==> src/rtl/core/sts_pkg.sv <==
// Shared types, codes and byte classifiers for the token scanner.
// No dependencies.
package sts_pkg;

  localparam int OFFSET_BITS_DEF = 20;
  localparam int LENGTH_BITS_DEF = 16;
  localparam int LINE_BITS_DEF   = 16;
  localparam int BUNDLE_TOKS     = 4;
  localparam int QUEUE_DEPTH     = 4;

  typedef enum logic [4:0] {
    K_END, K_IDENT, K_KEYWORD, K_INT, K_FLOAT, K_STRING, K_CHAR, K_SYMBOL,
    K_HASHPAREN, K_BINSEL, K_ASSIGN, K_COLON, K_RETURN, K_LPAREN, K_RPAREN,
    K_LBRACKET, K_RBRACKET, K_PERIOD, K_SEMI, K_VBAR, K_ERROR
  } tok_kind_t;

  typedef enum logic [2:0] {
    E_NONE, E_OPEN_STR, E_OPEN_SYM, E_BAD_SYM, E_BAD_CHAR, E_OPEN_CHAR
  } err_code_t;

  typedef enum logic [4:0] {
    M_IDLE, M_COMMENT, M_IDENT, M_IDENT_COLON, M_MINUS, M_NUM, M_NUM_DOT,
    M_FLOAT, M_STR, M_STR_Q, M_CHAR, M_HASH, M_SYM_STR, M_SYM_STR_Q,
    M_SYM_ID, M_SYM_BIN, M_COLON, M_BIN
  } scan_mode_t;

  function automatic logic is_alpha(logic [7:0] c);
    return (c >= "a" && c <= "z") || (c >= "A" && c <= "Z") || c == "_";
  endfunction

  function automatic logic is_num(logic [7:0] c);
    return c >= "0" && c <= "9";
  endfunction

  function automatic logic is_bin(logic [7:0] c);
    return c == "+" || c == "-" || c == "*" || c == "/" || c == "<" ||
           c == ">" || c == "=" || c == "~" || c == "&" || c == "@" ||
           c == "%" || c == "," || c == "?" || c == "!";
  endfunction

  function automatic logic is_blank(logic [7:0] c);
    return c == " " || c == 8'h09 || c == 8'h0d || c == 8'h0a;
  endfunction

  function automatic logic is_punct(logic [7:0] c);
    return c == "^" || c == "(" || c == ")" || c == "[" || c == "]" ||
           c == "." || c == ";" || c == "|";
  endfunction

  function automatic tok_kind_t punct_kind(logic [7:0] c);
    tok_kind_t k;
    unique case (c)
      "^":     k = K_RETURN;
      "(":     k = K_LPAREN;
      ")":     k = K_RPAREN;
      "[":     k = K_LBRACKET;
      "]":     k = K_RBRACKET;
      ".":     k = K_PERIOD;
      ";":     k = K_SEMI;
      default: k = K_VBAR;
    endcase
    return k;
  endfunction

endpackage

==> src/rtl/core/sts_byte_if.sv <==
// Byte channel: valid/ready plus one source byte.
// No dependencies.
interface sts_byte_if;
  logic       valid;
  logic       ready;
  logic [7:0] ch;
  modport source (output valid, output ch, input ready);
  modport sink (input valid, input ch, output ready);
endinterface

==> src/rtl/core/sts_tok_if.sv <==
// Token channel: valid/ready plus one token record.
// No dependencies.
interface sts_tok_if #(
  parameter int OB = 20,
  parameter int LB = 16,
  parameter int NB = 16
);
  logic          valid;
  logic          ready;
  logic [4:0]    token_kind;
  logic [2:0]    error_code;
  logic [OB-1:0] start_offset;
  logic [LB-1:0] token_length;
  logic [NB-1:0] line_number;
  logic          last_of_run;
  modport source (output valid, output token_kind, output error_code,
                  output start_offset, output token_length, output line_number,
                  output last_of_run, input ready);
  modport sink (input valid, input token_kind, input error_code,
                input start_offset, input token_length, input line_number,
                input last_of_run, output ready);
endinterface

==> src/rtl/core/sts_front.sv <==
// Front end: accepts source bytes, runs the scan state and packs the
// tokens each byte finishes into one bundle. Uses sts_pkg, sts_byte_if.
module sts_front #(
  parameter int OB = 20,
  parameter int LB = 16,
  parameter int NB = 16
) (
  input  logic                          clk,
  input  logic                          rst,
  sts_byte_if.sink                      src,
  input  logic                          full,
  output logic                          push,
  output logic [4*(8+OB+LB+NB)+2:0]     bundle
);
  import sts_pkg::*;

  typedef struct packed {
    logic [4:0]    kind;
    logic [2:0]    err;
    logic [OB-1:0] start;
    logic [LB-1:0] len;
    logic [NB-1:0] line;
  } tok_t;

  typedef struct packed {
    scan_mode_t    mode;
    logic [OB-1:0] tstart;
    logic [NB-1:0] tline;
    logic [LB-1:0] len;
  } st_t;

  typedef struct packed {
    st_t        st;
    logic       rescan;
    logic [1:0] n;
    tok_t       t0;
    tok_t       t1;
  } step_t;

  st_t           st, st_next;
  logic [OB-1:0] off, off_next;
  logic [NB-1:0] cl, cl_next;
  tok_t          toks [BUNDLE_TOKS];
  logic [2:0]    nres;

  function automatic tok_t mk(tok_kind_t k, err_code_t e, logic [OB-1:0] s,
                              logic [LB-1:0] l, logic [NB-1:0] ln);
    tok_t t;
    t.kind = k; t.err = e; t.start = s; t.len = l; t.line = ln;
    return t;
  endfunction

  function automatic logic [LB-1:0] inc(logic [LB-1:0] v);
    return (v != '1) ? v + 1'b1 : v;
  endfunction

  function automatic step_t scan(st_t s, logic [7:0] c, logic [OB-1:0] o,
                                 logic [NB-1:0] ln);
    step_t         r;
    logic [OB-1:0] prev;
    logic [LB-1:0] g;
    r = '0;
    r.st = s;
    prev = o - 1'b1;
    g = inc(s.len);
    unique case (s.mode)
      M_COMMENT: begin
        if (c == "\"") r.st.mode = M_IDLE;
        else if (c == 8'h00) begin r.st.mode = M_IDLE; r.rescan = 1'b1; end
      end
      M_IDENT: begin
        if (is_alpha(c) || is_num(c)) r.st.len = g;
        else if (c == ":") r.st.mode = M_IDENT_COLON;
        else begin
          r.t0 = mk(K_IDENT, E_NONE, s.tstart, s.len, s.tline); r.n = 2'd1;
          r.st.mode = M_IDLE; r.rescan = 1'b1;
        end
      end
      M_IDENT_COLON: begin
        r.st.mode = M_IDLE;
        if (c == "=") begin
          r.t0 = mk(K_IDENT, E_NONE, s.tstart, s.len, s.tline);
          r.t1 = mk(K_ASSIGN, E_NONE, prev, LB'(2), ln); r.n = 2'd2;
        end else begin
          r.t0 = mk(K_KEYWORD, E_NONE, s.tstart, g, s.tline); r.n = 2'd1;
          r.rescan = 1'b1;
        end
      end
      M_MINUS, M_BIN: begin
        if (is_num(c) && s.mode == M_MINUS) begin
          r.st.len = g; r.st.mode = M_NUM;
        end else begin
          r.st.mode = M_IDLE; r.n = 2'd1;
          if (is_bin(c)) r.t0 = mk(K_BINSEL, E_NONE, s.tstart, g, s.tline);
          else begin
            r.t0 = mk(K_BINSEL, E_NONE, s.tstart, s.len, s.tline);
            r.rescan = 1'b1;
          end
        end
      end
      M_NUM, M_FLOAT: begin
        if (is_num(c)) r.st.len = g;
        else if (c == "." && s.mode == M_NUM) r.st.mode = M_NUM_DOT;
        else begin
          r.t0 = mk((s.mode == M_NUM) ? K_INT : K_FLOAT, E_NONE, s.tstart, s.len,
                    s.tline);
          r.n = 2'd1; r.st.mode = M_IDLE; r.rescan = 1'b1;
        end
      end
      M_NUM_DOT: begin
        if (is_num(c)) begin r.st.len = inc(g); r.st.mode = M_FLOAT; end
        else begin
          r.t0 = mk(K_INT, E_NONE, s.tstart, s.len, s.tline);
          r.t1 = mk(K_PERIOD, E_NONE, prev, LB'(1), ln);
          r.n = 2'd2; r.st.mode = M_IDLE; r.rescan = 1'b1;
        end
      end
      M_STR, M_SYM_STR: begin
        if (c == 8'h00) begin
          r.t0 = mk(K_ERROR, (s.mode == M_STR) ? E_OPEN_STR : E_OPEN_SYM, s.tstart,
                    '0, s.tline);
          r.n = 2'd1; r.st.mode = M_IDLE; r.rescan = 1'b1;
        end else begin
          r.st.len = g;
          if (c == "'") r.st.mode = (s.mode == M_STR) ? M_STR_Q : M_SYM_STR_Q;
        end
      end
      M_STR_Q, M_SYM_STR_Q: begin
        if (c == "'") begin
          r.st.len = g; r.st.mode = (s.mode == M_STR_Q) ? M_STR : M_SYM_STR;
        end else begin
          r.t0 = mk((s.mode == M_STR_Q) ? K_STRING : K_SYMBOL, E_NONE, s.tstart,
                    s.len, s.tline);
          r.n = 2'd1; r.st.mode = M_IDLE; r.rescan = 1'b1;
        end
      end
      M_CHAR: begin
        r.n = 2'd1; r.st.mode = M_IDLE;
        if (c == 8'h00) begin
          r.t0 = mk(K_ERROR, E_OPEN_CHAR, s.tstart, '0, s.tline); r.rescan = 1'b1;
        end else r.t0 = mk(K_CHAR, E_NONE, s.tstart, g, s.tline);
      end
      M_HASH: begin
        if (c == "(") begin
          r.t0 = mk(K_HASHPAREN, E_NONE, s.tstart, LB'(2), s.tline);
          r.n = 2'd1; r.st.mode = M_IDLE;
        end else if (c == "'") begin r.st.len = g; r.st.mode = M_SYM_STR; end
        else if (is_alpha(c)) begin r.st.len = g; r.st.mode = M_SYM_ID; end
        else if (is_bin(c)) begin r.st.len = g; r.st.mode = M_SYM_BIN; end
        else begin
          r.t0 = mk(K_ERROR, E_BAD_SYM, s.tstart, '0, s.tline);
          r.n = 2'd1; r.st.mode = M_IDLE; r.rescan = 1'b1;
        end
      end
      M_SYM_ID: begin
        if (is_alpha(c) || is_num(c) || c == ":") r.st.len = g;
        else begin
          r.t0 = mk(K_SYMBOL, E_NONE, s.tstart, s.len, s.tline);
          r.n = 2'd1; r.st.mode = M_IDLE; r.rescan = 1'b1;
        end
      end
      M_SYM_BIN: begin
        r.n = 2'd1; r.st.mode = M_IDLE;
        if (is_bin(c)) r.t0 = mk(K_SYMBOL, E_NONE, s.tstart, g, s.tline);
        else begin
          r.t0 = mk(K_SYMBOL, E_NONE, s.tstart, s.len, s.tline); r.rescan = 1'b1;
        end
      end
      M_COLON: begin
        r.n = 2'd1; r.st.mode = M_IDLE;
        if (c == "=") r.t0 = mk(K_ASSIGN, E_NONE, s.tstart, LB'(2), s.tline);
        else begin
          r.t0 = mk(K_COLON, E_NONE, s.tstart, LB'(1), s.tline); r.rescan = 1'b1;
        end
      end
      default: begin
        r.st.mode = M_IDLE;
        priority if (is_blank(c)) r.n = 2'd0;
        else if (c == "\"") r.st.mode = M_COMMENT;
        else if (c == 8'h00) begin
          r.t0 = mk(K_END, E_NONE, o, '0, ln); r.n = 2'd1;
        end else if (is_alpha(c) || is_num(c) || c == "-" || c == "'" ||
                     c == "$" || c == "#" || c == ":" ||
                     (is_bin(c) && !is_punct(c))) begin
          r.st.tstart = o; r.st.tline = ln; r.st.len = LB'(1);
          priority if (is_alpha(c)) r.st.mode = M_IDENT;
          else if (is_num(c)) r.st.mode = M_NUM;
          else if (c == "-") r.st.mode = M_MINUS;
          else if (c == "'") r.st.mode = M_STR;
          else if (c == "$") r.st.mode = M_CHAR;
          else if (c == "#") r.st.mode = M_HASH;
          else if (c == ":") r.st.mode = M_COLON;
          else r.st.mode = M_BIN;
        end else if (is_punct(c)) begin
          r.t0 = mk(punct_kind(c), E_NONE, o, LB'(1), ln); r.n = 2'd1;
        end else begin
          r.t0 = mk(K_ERROR, E_BAD_CHAR, o, '0, ln); r.n = 2'd1;
        end
      end
    endcase
    return r;
  endfunction

  always_comb begin
    step_t r;
    st_t   s;
    logic  go;
    s = st;
    go = 1'b1;
    nres = '0;
    r = '0;
    for (int i = 0; i < BUNDLE_TOKS; i++) toks[i] = '0;
    for (int i = 0; i < 3; i++) begin
      if (go) begin
        r = scan(s, src.ch, off, cl);
        s = r.st;
        if (r.n != 2'd0) begin toks[nres[1:0]] = r.t0; nres = nres + 3'd1; end
        if (r.n == 2'd2) begin toks[nres[1:0]] = r.t1; nres = nres + 3'd1; end
        go = r.rescan;
      end
    end
    st_next = s;
    if (src.ch == 8'h00) begin
      st_next.mode = M_IDLE;
      off_next = '0;
      cl_next = NB'(1);
    end else begin
      off_next = off + 1'b1;
      cl_next = (src.ch == 8'h0a && cl != '1) ? cl + 1'b1 : cl;
    end
  end

  assign src.ready = !full;
  assign push = src.valid && !full && nres != 3'd0;
  assign bundle = {toks[3], toks[2], toks[1], toks[0], nres};

  always_ff @(posedge clk) begin
    if (rst) begin
      st.mode <= M_IDLE;
      st.tstart <= '0;
      st.tline <= NB'(1);
      st.len <= '0;
      off <= '0;
      cl <= NB'(1);
    end else if (src.valid && src.ready) begin
      st <= st_next;
      off <= off_next;
      cl <= cl_next;
    end
  end
endmodule

==> src/rtl/core/sts_queue.sv <==
// Short bundle queue between front and back end.
// Uses sts_pkg.
module sts_queue #(
  parameter int W = 8
) (
  input  logic         clk,
  input  logic         rst,
  input  logic         push,
  input  logic [W-1:0] wdata,
  input  logic         pop,
  output logic [W-1:0] head,
  output logic         empty,
  output logic         full
);
  import sts_pkg::*;

  localparam int AW = $clog2(QUEUE_DEPTH);

  logic [W-1:0]  mem [QUEUE_DEPTH];
  logic [AW-1:0] wp, rp;
  logic [AW:0]   cnt;

  assign empty = cnt == '0;
  assign full  = cnt == (AW+1)'(QUEUE_DEPTH);
  assign head  = mem[rp];

  always_ff @(posedge clk) begin
    if (push) mem[wp] <= wdata;
  end

  always_ff @(posedge clk) begin
    if (rst) begin
      wp <= '0;
      rp <= '0;
      cnt <= '0;
    end else begin
      if (push) wp <= wp + 1'b1;
      if (pop) rp <= rp + 1'b1;
      cnt <= cnt + (AW+1)'(push) - (AW+1)'(pop);
    end
  end
endmodule

==> src/rtl/core/sts_back.sv <==
// Back end: walks the tokens of the head bundle, one word per cycle while tok is ready,
// into a registered output. Uses sts_pkg, sts_tok_if.
module sts_back #(
  parameter int OB = 20,
  parameter int LB = 16,
  parameter int NB = 16
) (
  input  logic                      clk,
  input  logic                      rst,
  input  logic [4*(8+OB+LB+NB)+2:0] head,
  input  logic                      empty,
  output logic                      pop,
  sts_tok_if.source                 tok
);
  import sts_pkg::*;

  localparam int REC = 8 + OB + LB + NB;

  typedef struct packed {
    logic [4:0]    kind;
    logic [2:0]    err;
    logic [OB-1:0] start;
    logic [LB-1:0] len;
    logic [NB-1:0] line;
  } tok_t;

  logic       vld;
  tok_t       rec;
  logic       last;
  logic [1:0] idx;
  logic       load, is_last;

  assign is_last = {1'b0, idx} == head[2:0] - 3'd1;
  assign load    = !empty && (!vld || tok.ready);
  assign pop     = load && is_last;

  always_ff @(posedge clk) begin
    if (load) begin
      rec <= tok_t'(head[3 + REC*idx +: REC]);
      last <= is_last;
    end
  end

  always_ff @(posedge clk) begin
    if (rst) begin
      vld <= 1'b0;
      idx <= '0;
    end else begin
      if (load) vld <= 1'b1;
      else if (tok.ready) vld <= 1'b0;
      if (load) idx <= is_last ? 2'd0 : idx + 2'd1;
    end
  end

  assign tok.valid        = vld;
  assign tok.token_kind   = rec.kind;
  assign tok.error_code   = rec.err;
  assign tok.start_offset = rec.start;
  assign tok.token_length = rec.len;
  assign tok.line_number  = rec.line;
  assign tok.last_of_run  = last;
endmodule

==> src/rtl/core/smalltalk_token_scanner.sv <==
// Top level of the token scanner: front end, bundle queue, back end.
// Uses sts_pkg, sts_byte_if, sts_tok_if, sts_front, sts_queue, sts_back.
//
//   channel  dir  word
//   src      in   one source byte (ch), 0 ends the source
//   tok      out  one token record, last_of_run on the final one of a byte
//
// A byte is taken every cycle while the four-bundle queue has room; each
// byte's tokens (0 to 3) are scanned in that cycle and queued as a bundle.
// The back end sends one token per cycle from its output register while tok is ready, so
// bytes that make at most one token flow at one per cycle.
// A tok stall fills the queue and then holds src.ready low.
// Synchronous reset puts the scanner between tokens at offset 0, line 1.
module smalltalk_token_scanner #(
  parameter int OFFSET_BITS = sts_pkg::OFFSET_BITS_DEF,
  parameter int LENGTH_BITS = sts_pkg::LENGTH_BITS_DEF,
  parameter int LINE_BITS   = sts_pkg::LINE_BITS_DEF
) (
  input  logic      clk,
  input  logic      rst,
  sts_byte_if.sink  src,
  sts_tok_if.source tok
);
  import sts_pkg::*;

  localparam int BW = 4 * (8 + OFFSET_BITS + LENGTH_BITS + LINE_BITS) + 3;

  logic          push, pop, empty, full;
  logic [BW-1:0] bundle, head;

  sts_front #(.OB(OFFSET_BITS), .LB(LENGTH_BITS), .NB(LINE_BITS)) u_front (
    .clk(clk), .rst(rst), .src(src), .full(full), .push(push), .bundle(bundle)
  );

  sts_queue #(.W(BW)) u_queue (
    .clk(clk), .rst(rst), .push(push), .wdata(bundle), .pop(pop),
    .head(head), .empty(empty), .full(full)
  );

  sts_back #(.OB(OFFSET_BITS), .LB(LENGTH_BITS), .NB(LINE_BITS)) u_back (
    .clk(clk), .rst(rst), .head(head), .empty(empty), .pop(pop), .tok(tok)
  );

`ifndef SYNTHESIS
  a_no_overflow: assert property (@(posedge clk) disable iff (rst)
    push |-> !full) else $error("push into full queue");
  a_no_underflow: assert property (@(posedge clk) disable iff (rst)
    pop |-> !empty) else $error("pop from empty queue");
  a_end_token: assert property (@(posedge clk) disable iff (rst)
    tok.valid && tok.token_kind == K_END |-> tok.token_length == '0 && tok.last_of_run)
    else $error("malformed end token");
  a_err_code: assert property (@(posedge clk) disable iff (rst)
    tok.valid && tok.token_kind != K_ERROR |-> tok.error_code == E_NONE)
    else $error("error code on non-error token");
`endif
endmodule

==> src/flat_wrapper.sv <==
// flat-port wrapper written by rule: the top's interface ports become plain ports
module smalltalk_token_scanner_flat import sts_pkg::*;
#(
  parameter int OFFSET_BITS = sts_pkg::OFFSET_BITS_DEF,
  parameter int LENGTH_BITS = sts_pkg::LENGTH_BITS_DEF,
  parameter int LINE_BITS   = sts_pkg::LINE_BITS_DEF
)
  (clk, rst, src_valid, src_ch, src_ready, tok_valid, tok_token_kind, tok_error_code, tok_start_offset, tok_token_length, tok_line_number, tok_last_of_run, tok_ready);
  sts_byte_if src_i ();
  sts_tok_if tok_i ();
  input  logic clk;
  input  logic rst;
  input wire logic [$bits(src_i.valid)-1:0] src_valid;
  input wire logic [$bits(src_i.ch)-1:0] src_ch;
  output wire logic [$bits(src_i.ready)-1:0] src_ready;
  output wire logic [$bits(tok_i.valid)-1:0] tok_valid;
  output wire logic [$bits(tok_i.token_kind)-1:0] tok_token_kind;
  output wire logic [$bits(tok_i.error_code)-1:0] tok_error_code;
  output wire logic [$bits(tok_i.start_offset)-1:0] tok_start_offset;
  output wire logic [$bits(tok_i.token_length)-1:0] tok_token_length;
  output wire logic [$bits(tok_i.line_number)-1:0] tok_line_number;
  output wire logic [$bits(tok_i.last_of_run)-1:0] tok_last_of_run;
  input wire logic [$bits(tok_i.ready)-1:0] tok_ready;
  assign src_i.valid = src_valid;
  assign src_i.ch = src_ch;
  assign src_ready = src_i.ready;
  assign tok_valid = tok_i.valid;
  assign tok_token_kind = tok_i.token_kind;
  assign tok_error_code = tok_i.error_code;
  assign tok_start_offset = tok_i.start_offset;
  assign tok_token_length = tok_i.token_length;
  assign tok_line_number = tok_i.line_number;
  assign tok_last_of_run = tok_i.last_of_run;
  assign tok_i.ready = tok_ready;
  smalltalk_token_scanner #(.OFFSET_BITS(OFFSET_BITS), .LENGTH_BITS(LENGTH_BITS), .LINE_BITS(LINE_BITS)) u_core (.clk(clk), .rst(rst), .src(src_i), .tok(tok_i));
endmodule
==> config.mk <==
export PLATFORM = sky130hd
export DESIGN_NAME = smalltalk_token_scanner_flat
export DESIGN_NICKNAME = d
export VERILOG_FILES = /design/src/rtl/core/sts_pkg.sv /design/src/rtl/core/sts_byte_if.sv /design/src/rtl/core/sts_tok_if.sv /design/src/rtl/core/sts_front.sv /design/src/rtl/core/sts_queue.sv /design/src/rtl/core/sts_back.sv /design/src/rtl/core/smalltalk_token_scanner.sv /design/src/flat_wrapper.sv
export SDC_FILE = /design/constraint.sdc
export NUM_CORES = 1
export LEC_CHECK = 0
export BUFFER_PORTS_ARGS = -buffer_cell sky130_fd_sc_hd__buf_2
export CORE_UTILIZATION = 55
export CTS_BUF_LIST = sky130_fd_sc_hd__clkbuf_4 sky130_fd_sc_hd__clkbuf_8
export CTS_CLUSTER_SIZE = 16
export DETAILED_ROUTE_END_ITERATION = 8
export HOLD_SLACK_MARGIN = 0.03
export PLACE_DENSITY = 0.74
export SLEW_MARGIN = 0
export SYNTH_ARGS = -nofsm -noshare
export SYNTH_HDL_FRONTEND = slang
export SYNTH_SLANG_ARGS = --single-unit
==> constraint.sdc <==
create_clock -name clk -period 9.4 [get_ports clk]
set_clock_uncertainty 0.15 [all_clocks]
set_input_delay 0.47 -clock clk [delete_from_list [all_inputs] [get_ports clk]]
set_output_delay 0.47 -clock clk [all_outputs]
set_load 0.02 [all_outputs]
* Yosys cells after proc, flatten, opt, wreduce, memory -nomap -nowiden
Memories as Yosys holds them, arrays and structs flattened. A register that Yosys moved wholly into a read port is not among the register bits.
Cells that the tools add are included.
** Cells by class
- $add $sub $neg :: 21
- $mul :: 1
- Divide/modulo/power cells :: 0
- Magnitude comparators :: 16
- Eq/ne operators :: 95
- Shift-type cells :: 1
- Muxes and demuxes :: 250
- Bitwise logic cells :: 5
- Reduce and logical (&&, ||, !) cells :: 90
** Operators with widths (count)
- $pmux W62 S13 :: 3
- $mux W240 :: 9
- $mux W63 :: 25
- $bwmux W240 :: 5
- $mux W62 :: 13
- $mux W60 :: 13
- $mux W57 :: 13
- $mux W16 :: 38
- $demux W60 S2 :: 5
- $pmux W16 S9 :: 3
- $mux W61 :: 6
- $pmux W60 S2 :: 3
- $mux W123 :: 2
- $shiftx A243 B10 Y60 :: 1
- $mux W32 :: 6
- $eq A8 B6 Y1 const B :: 22
- $mux W5 :: 34
- $mux W56 :: 3
- $mux W52 :: 3
- $pmux W5 S10 :: 3
- $mux W122 :: 1
- $eq A5 B4 Y1 const B :: 24
- $add A16 B1 Y16 const B :: 7
- $ne A16 B16 Y1 const B :: 7
- other kinds (47) :: 230
** Word-level totals
- Register bits after elaboration :: 164
- Latch bits :: 0
- Bits in writable memories :: 972
- Bits in read-only memories :: 0
- Input port bits :: 12
- Output and inout bits :: 63
- Logic and storage cells :: 497
- Memories kept :: 1
** Memory list
- u_core.u_queue.mem :: words 4, bits a word 243, read ports 1, clocked after memory_dff 1, write ports 1, RTL line sts_queue.sv:19 : logic [W-1:0] mem [QUEUE_DEPTH];

* Logic depth before layout (Yosys ltp)
Gate-level depths: netlist of run 1.
- Depth in word-level cells :: 47
- Mapped depth :: 18
- Mapped depth without buffers :: 16

* Cells and area by module
A second synthesis of run 1 with hierarchy kept.
** Unflattened totals
- Cell total of the unflattened synthesis :: 3032
- Area total of the unflattened synthesis :: 49515.0 um2
** By module, submodules not included
- sts_queue :: instances 1, cells an instance 1311, area each 35479.0 um2, sequential area each 29368.2 um2
- sts_front :: instances 1, cells an instance 1563, area each 10565.1 um2, sequential area each 1861.8 um2
- sts_back :: instances 1, cells an instance 158, area each 3470.8 um2, sequential area each 1891.8 um2

* Worst setup path after synthesis of run 1
Ideal clock, no wire load.
- Kind :: in2reg
- From :: input src_ch[6]
- To :: memory u_core.u_queue.mem[1][0] (netlist bit), enable pin
- Data arrival time :: 8.551 ns
- Required time :: 8.616 ns
- Setup slack :: 0.065 ns
- Cell stages on the path :: 12
- Path buffers :: 2
- Cell sequence :: buf_2 or4b_1 buf_4 a31oi_2 nor3_1 and3_1 o311ai_1 nor2_1 a311o_1 inv_1 a31oi_1 and2_1
** On the way
- Cells in the longest elaborated chain, start to end :: 44
** Ends and longest elaborated chain
- from (decl) :: RTL line flat_wrapper.sv:14 : input wire logic [$bits(src_i.ch)-1:0] src_ch;
- parallel branches: the longest is 39 deep, another holds $ge A8 B7 Y1
- $mux W3 (*) :: RTL line sts_front.sv:214 : if (go) begin
- $reduce_bool A3 Y1 (*) :: RTL line sts_front.sv:234 : assign push = src.valid && !full && nres != 3'd0;
- $logic_and A1 B1 Y1 (*) :: RTL line sts_front.sv:234
- $mux W1 (*) :: RTL line sts_queue.sv:28 : if (push) mem[wp] <= wdata;
- $mux W1 (not written as such) (*) :: RTL line sts_queue.sv:28
- to (decl) :: RTL line sts_queue.sv:19
Every way passes the cells marked *. The select of a mux whose other input is x is not followed.

* Worst setup path after layout of run 1
- From :: input src_ch[1]
- To :: memory u_core.u_queue.mem[2][169] (netlist bit), enable pin
The elaborated chain is that of the path after synthesis.

==> results of run 1 <==
## worst register-to-register path: stages (launching register included)
cell       delay, ns
dfxtp_1         0.56
or3b_2          0.67
nor3_1          0.91
a2111oi_0       0.22
a32oi_2         0.50
nor3b_2         0.40
a2111o_1        0.27
nand3_2         0.26
nor2_1          0.98
o21ai_1         0.16
o21ai_0         0.26
## cell usage after synthesis, types with 25 or more instances
library cell and instances:
edfxtp_1 1033, mux4_2 303, nor2_1 224, clkbuf_1 135, nand2_1 124, dfxtp_1 105
a21oi_1 80, o21ai_0 74, and2_1 54, nor3_1 54, xor2_1 42, nand3_1 41
buf_1 39, mux2i_1 39, a22o_1 35, a22oi_1 35, nand4_1 32, inv_1 27
xnor2_1 26, buf_2 25
## stage by stage
step | utilization, % | std cells | power [mW] | hold slack [ns]
floorplan | - | 3259 | 9.78 | 0.286
global placement | 59.1 | 4341 | 10.9 | 0.297
detailed placement | 59.1 | 4341 | 11.0 | 0.302
CTS | 63.3 | 4667 | 15.1 | 0.276
global route | 63.3 | 4668 | 15.6 | 0.325
finish | 63.3 | 4668 | 15.0 | 0.313
## where the power goes
part	total (mW)	switching, mW	internal [mW]
clock	4.14	1.89	2.25
combinational	3.93	2.37	1.56
sequential	6.94	0.338	6.60
## worst max-delay path by stage
stage               from                    endpoint  slack (ns)
3_5_place_dp   src_ch[1]  u_core.u_queue.mem[2][208]        2.69
4_1_cts        src_ch[1]   u_core.u_queue.mem[2][12]        3.61
6_report       src_ch[1]  u_core.u_queue.mem[2][169]        3.44
5_1_grt        src_ch[1]   u_core.u_queue.mem[2][49]        3.11
3_3_place_gp   src_ch[1]  u_core.u_queue.mem[1][224]        2.89
2_1_floorplan  src_ch[6]    u_core.u_queue.mem[1][0]        0.06
## sequential cells by signal (all words and copies together) (netlist names), named ones only
register and count:
u_core.u_queue.mem 972, u_core.u_queue.rp 2, u_core.u_back.tok.start_offset 20, u_core.u_back.idx 2, u_core.u_back.tok.line_number 16, u_core.u_front.st 57, u_core.u_back.tok.error_code 3, u_core.u_front.cl 16
u_core.u_back.tok.token_length 16, u_core.u_back.tok.token_kind 5, u_core.u_back.tok.last_of_run 1, u_core.u_front.off 20, u_core.u_queue.wp 2, u_core.u_back.tok.valid 1, u_core.u_queue.cnt 3
## what timing repair did
action                    in CTS  in global routing
hold endpoints to repair      16                  0
hold buffers                   3                  0
gates resized for setup        0                  0
buffers inserted               0                  0
## routing by layer
metal / part of all wire [%] / vias to the layer above
met3: 8.6 / 207
met2: 47 / 1314
li1: - / 12318
met5: 0 / -
met4: 2.4 / 0
met1: 42 / 14519
## logic make-up after synthesis
family | after synthesis
flops | 1138
simple gates | 668
compound gates | 418
mux | 347
buf+inv | 230
xor+xnor | 68
fa+ha+maj | 14
other cells | 1
## layout make-up
class | count | area (sq um)
Sequential cell | 1138 | 33100
Inverter | 28 | 105
Antenna cell | 1 | 2.50
Timing Repair Buffer | 132 | 938
Fill cell | 6126 | 31900
Clock inverter | 56 | 345
Tap cell | 1155 | 1450
Multi-Input combinational cell | 1891 | 15800
Clock buffer | 267 | 3260
==> flow_summary.json, run 1 <==
{
  "worst_slack_ns": 3.44,
  "globalplace.congestion": 0.896,
  "clock_path_buffers": 3,
  "ys_seq_area_share_pct": 68.4,
  "antenna_found_initial": 4,
  "via_count": 28358,
  "finalWirelength_um": 117000,
  "path_class": "in2reg",
  "critPathCaptureType": "flop",
  "routedWlPerCell_um": 25.1,
  "use_met3_pct": 5.32,
  "cts_tree": "built",
  "clock-sinks": 1138,
  "power_density_nw_per_um2": 273,
  "row_count": 108,
  "grt_start_max_net_pins": 114,
  "path_clk_slew_ns": 0.05,
  "critPathTopFamily": "simple AND/OR/NAND/NOR gates",
  "synth_top_family_by_area": "multiplexers",
  "rr_worst_depth": 10,
  "yosys_register_bits": 1138,
  "max_freq_mhz": 168,
  "drv_cap": 0,
  "start_util_pct": 55.6,
  "clockRootBuffer": "clkbuf_8",
  "yosys_warnings": 0,
  "clock_latency_ns": 0.87,
  "design.core.area_sq_um": 87000,
  "post-route-period-util_pct": 63.4,
  "pre_cts_slack_ns": 2.69,
  "synth_area_leader_cell": "edfxtp_1",
  "grt_usage_pct": 26.7,
  "worst_pin_slew_ns": 1.19,
  "ys.flop_type": "edfxtp_1",
  "synth_top_area_share_pct": 64.1,
  "rr_endpoint": "u_core.u_queue.mem[3][107]",
  "cts_made_buffers": 178,
  "rsz0062_at_grt": "false",
  "p_leak_nw": 18.8,
  "ir_drop_mv": 0.208,
  "drtIter0Drc": 2802,
  "setup_tns_ns": 0,
  "cp.arrival_ns": 6.27,
  "portBuffers": 74,
  "busiest_layer": "met2",
  "min_period_ns": 5.96,
  "via_per_inst": 6.07,
  "synth_compound_area_share_pct": 6.01,
  "status": "finished clean",
  "synth_area_leaders": "edfxtp_1 (64%), mux4_2 (14%), dfxtp_1 (4.3%), nor2_1 (1.7%), clkbuf_1 (1.0%)",
  "die_w_um": 299,
  "ff2ff_setup_slack_ns": 3.77,
  "min_from": "u_core.u_front.st[16]",
  "ant_nets": 0,
  "hold_depth": 1,
  "cp_data_required_time_ns": 9.71,
  "nets": 3395,
  "hold_viol": 0,
  "synth_fa_ha_area_share_pct": 0.377,
  "grt_util_met2_pct": 41.3,
  "slowest_delay_ns": 1.00,
  "drv_slew": 0,
  "layout_commonest_cell": "edfxtp_1",
  "ios": 75,
  "synthXorXnorAreaFrac_pct": 1.23,
  "drive_above_1_share_pct": 22.3,
  "r2r_start": "u_core.u_front.st[55]",
  "synthCells": 2884,
  "dr.pass1.iters": 8,
  "dpl_cell_area_sq_um": 51400,
  "crit_cells": 12,
  "ys_types": 100,
  "synth_edf_count": 1033,
  "cp_slowest_cell": "and2_4",
  "setup_viol": 0,
  "dieArea_sq_um": 89200,
  "mostFrequentLayoutCells": "edfxtp_1 (1033), conb_1 (376), mux4_2 (303)",
  "die_y_um": 299,
  "drcViolationCount": 0,
  "min_path_type": "reg2reg",
  "path_max_fanout": 71,
  "synth_area_sq_um": 48400,
  "design_area_sq_um": 55100,
  "timing.slew.headroom_pct": 19.9,
  "ys_async_sr_fraction_pct": 0,
  "worstPathCellList": "buf_2 -> nor4_2 -> a21oi_1 -> nand2_1 -> and3_1 -> o311ai_1 -> nor2_1 -> a311o_1 -> inv_1 -> a31oi_1 -> and2_4 -> buf_12",
  "start_kind": "input port",
  "syn_area_per_cell_sq_um": 16.8,
  "crit_buf_inv": 3,
  "overflow": 0,
  "yosys.area_share.simple_pct": 7.05,
  "grt_pass1_vias": 28918,
  "syn2layout_area_growth_pct": 13.8,
  "htree_num_levels": 4,
  "grt_pass1_wl_um": 178000,
  "use_met1_pct": 38.5,
  "hold-path-endpoint": "u_core.u_front.st[16]",
  "synth.area.mux_share_pct": 15.0,
  "dp_hpwl_um": 70900
}
(Power assumes the default switching activity.)
==> run 2: changes to the inputs <==
- PLACE_DENSITY: 0.74 -> 0.71
- clock period: 9.4 -> 6.2 ns (I/O delays scaled with it)
==> flow_summary.json, run 2 (synthesized netlist as in run 1, its figures left out) <==
{
  "routedWlPerCell_um": 25.2,
  "start_kind": "flop",
  "globalplace.congestion": 0.909,
  "die_y_um": 299,
  "via_per_inst": 6.00,
  "largest_register": "u_core.u_queue.mem",
  "dr.pass1.iters": 7,
  "drv_slew": 0,
  "grt_start_max_net_pins": 134,
  "syn2layout_area_growth_pct": 15.0,
  "holdWs_ns": 0.165,
  "die_w_um": 299,
  "design.core.area_sq_um": 87000,
  "cts_made_buffers": 176,
  "worst_pin_slew_ns": 1.20,
  "drtIter0Drc": 2714,
  "p_leak_nw": 19.1,
  "cp_data_required_time_ns": 6.59,
  "post_cts.repair.setup_buffers": 0,
  "ios": 75,
  "grt_pass1_vias": 28803,
  "grt_usage_pct": 27.1,
  "p_clk_share_pct": 27.7,
  "post-route-util_pct": 64.0,
  "combPwrFrac_pct": 26.6,
  "dpl_cell_area_sq_um": 51900,
  "drcViolationCount": 0,
  "clock_path_buffers": 3,
  "largest_reg_flops": 972,
  "ant_nets": 0,
  "critPathCaptureType": "flop",
  "dieArea_sq_um": 89200,
  "via_count": 28309,
  "cts_resized": 0,
  "design_area_sq_um": 55700,
  "hold_viol": 0,
  "instances_no_fill": 4719,
  "nets": 3437,
  "dp_hpwl_um": 75400,
  "min_period_ns": 5.11,
  "drv_cap": 0,
  "rsz0062_at_grt": "false",
  "power.switching_mw": 6.98,
  "fill_cells": 6161,
  "max_freq_mhz": 196,
  "clock_latency_ns": 0.83,
  "power_density_nw_per_um2": 413,
  "antenna_found_initial": 2,
  "cp_slowest_cell": "dfxtp_1",
  "path_class": "reg2reg",
  "htree_num_levels": 4,
  "slowest_delay_ns": 0.99,
  "switching_share_pct": 30.4,
  "drive_above_1_share_pct": 23.4,
  "path_max_fanout": 25,
  "cp.arrival_ns": 5.50,
  "seqPwrFrac_pct": 45.7,
  "setup_tns_ns": 0,
  "worstPathCellList": "nor2b_1 -> and4_1 -> a2111oi_0 -> a32oi_2 -> nor4_2 -> buf_4 -> a2111o_1 -> nand2_1 -> nor2_1 -> nor2_1 -> ha_1 -> nand2_1 -> o221ai_1 -> and2_1",
  "ir_drop_mv": 0.326,
  "cts_tree": "built",
  "clockRootBuffer": "clkbuf_8",
  "power.internal_mw": 16.0,
  "layout_commonest_cell": "edfxtp_1",
  "setup_viol": 0,
  "clock-sinks": 1138,
  "mostFrequentLayoutCells": "edfxtp_1 (1033), conb_1 (376), mux4_2 (303)",
  "overflow": 0,
  "finalWirelength_um": 119000,
  "grt_pass1_wl_um": 180000,
  "crit_buf_inv": 1,
  "path_clk_slew_ns": 0.06,
  "post-route-period-util_pct": 82.4,
  "portBuffers": 74,
  "top_regs": "u_core.u_queue.mem x972, u_core.u_front.st x57",
  "start_util_pct": 55.6,
  "critPathTopFamily": "simple AND/OR/NAND/NOR gates",
  "min_path_type": "in2reg",
  "row_count": 108,
  "dp.cells": 4386,
  "status": "finished clean",
  "timing.slew.headroom_pct": 19.8
}
==> run 2: changes by cell type in the layout (fill, tap and decap cells not counted), moves of 2 or more <==
| cell | change |
|---|---|
| clkbuf_4 | +13 |
| inv_8 | -3 |
| clkinv_2 | -2 |
| inv_6 | -2 |
| inv_12 | +5 |
| buf_12 | +12 |
| clkbuf_8 | -11 |
| bufinv_16 | +3 |
| buf_4 | +33 |
==> run 2: path summary, 6_finish.rpt <==
check | startpoint | cells after the start | end | slack (ns)
max reg2reg | u_core.u_front.st[52] | 14 | u_core.u_queue.mem[2][106] | 1.09
min reg2reg | u_core.u_front.st[16] | 1 | u_core.u_front.st[16] | 0.35
min | rst | 3 | u_core.u_front.st[18] | 0.17
max | u_core.u_front.st[52] | 14 | u_core.u_queue.mem[2][106] | 1.09
==> run 2: repair_timing <==
item                                    4_1_cts  5_1_grt
endpoints found under the setup margin        0        0
hold buffers                                  2        0
endpoints found under the hold margin        23        0
==> run 2: cell type report <==
cell class,instances,area [sq um],area share (%)
antenna,2,5.00,0.00899
clock inverter,60,484,0.870
sequential,1138,33100,59.5
clock buffer,269,3200,5.75
timing repair buffer,176,1420,2.54
tap,1155,1450,2.60
inverter,28,105,0.189
multi-input combinational,1891,15900,28.5
==> run 2: power groups by stage <==
| stage | clock [mW] | combinational (mW) | sequential, mW |
|---|---|---|---|
| after floorplan | 0 | 3.87 | 10.8 |
| after global placement | 0 | 6.10 | 10.6 |
| after detailed placement | 0 | 6.15 | 10.7 |
| after CTS | 6.51 | 6.18 | 10.5 |
| after global routing | 6.86 | 6.50 | 10.6 |
| final | 6.38 | 6.11 | 10.5 |
==> run 2: metal layers <==
layer	track usage [%]	vias to the layer above	wire length (um)
li1	-	12393	-
met1	39.1	14594	50900
met2	42.7	1133	57500
met3	4.95	187	8210
met4	7.63	2	2510
met5	0	-	10
==> run 2: worst min-delay path, stage by stage <==
cell and delay, ns:
buf_2 0.14, buf_4 0.44, nor2_1 0.20
==> run 2: per-stage QoR <==
step	power, mW	setup WS [ns]
2_1_floorplan	14.7	-0.279
3_3_place_gp	16.7	1.01
3_5_place_dp	16.8	0.919
4_1_cts	23.2	1.18
5_1_grt	24.0	0.783
6_report	23.0	1.09
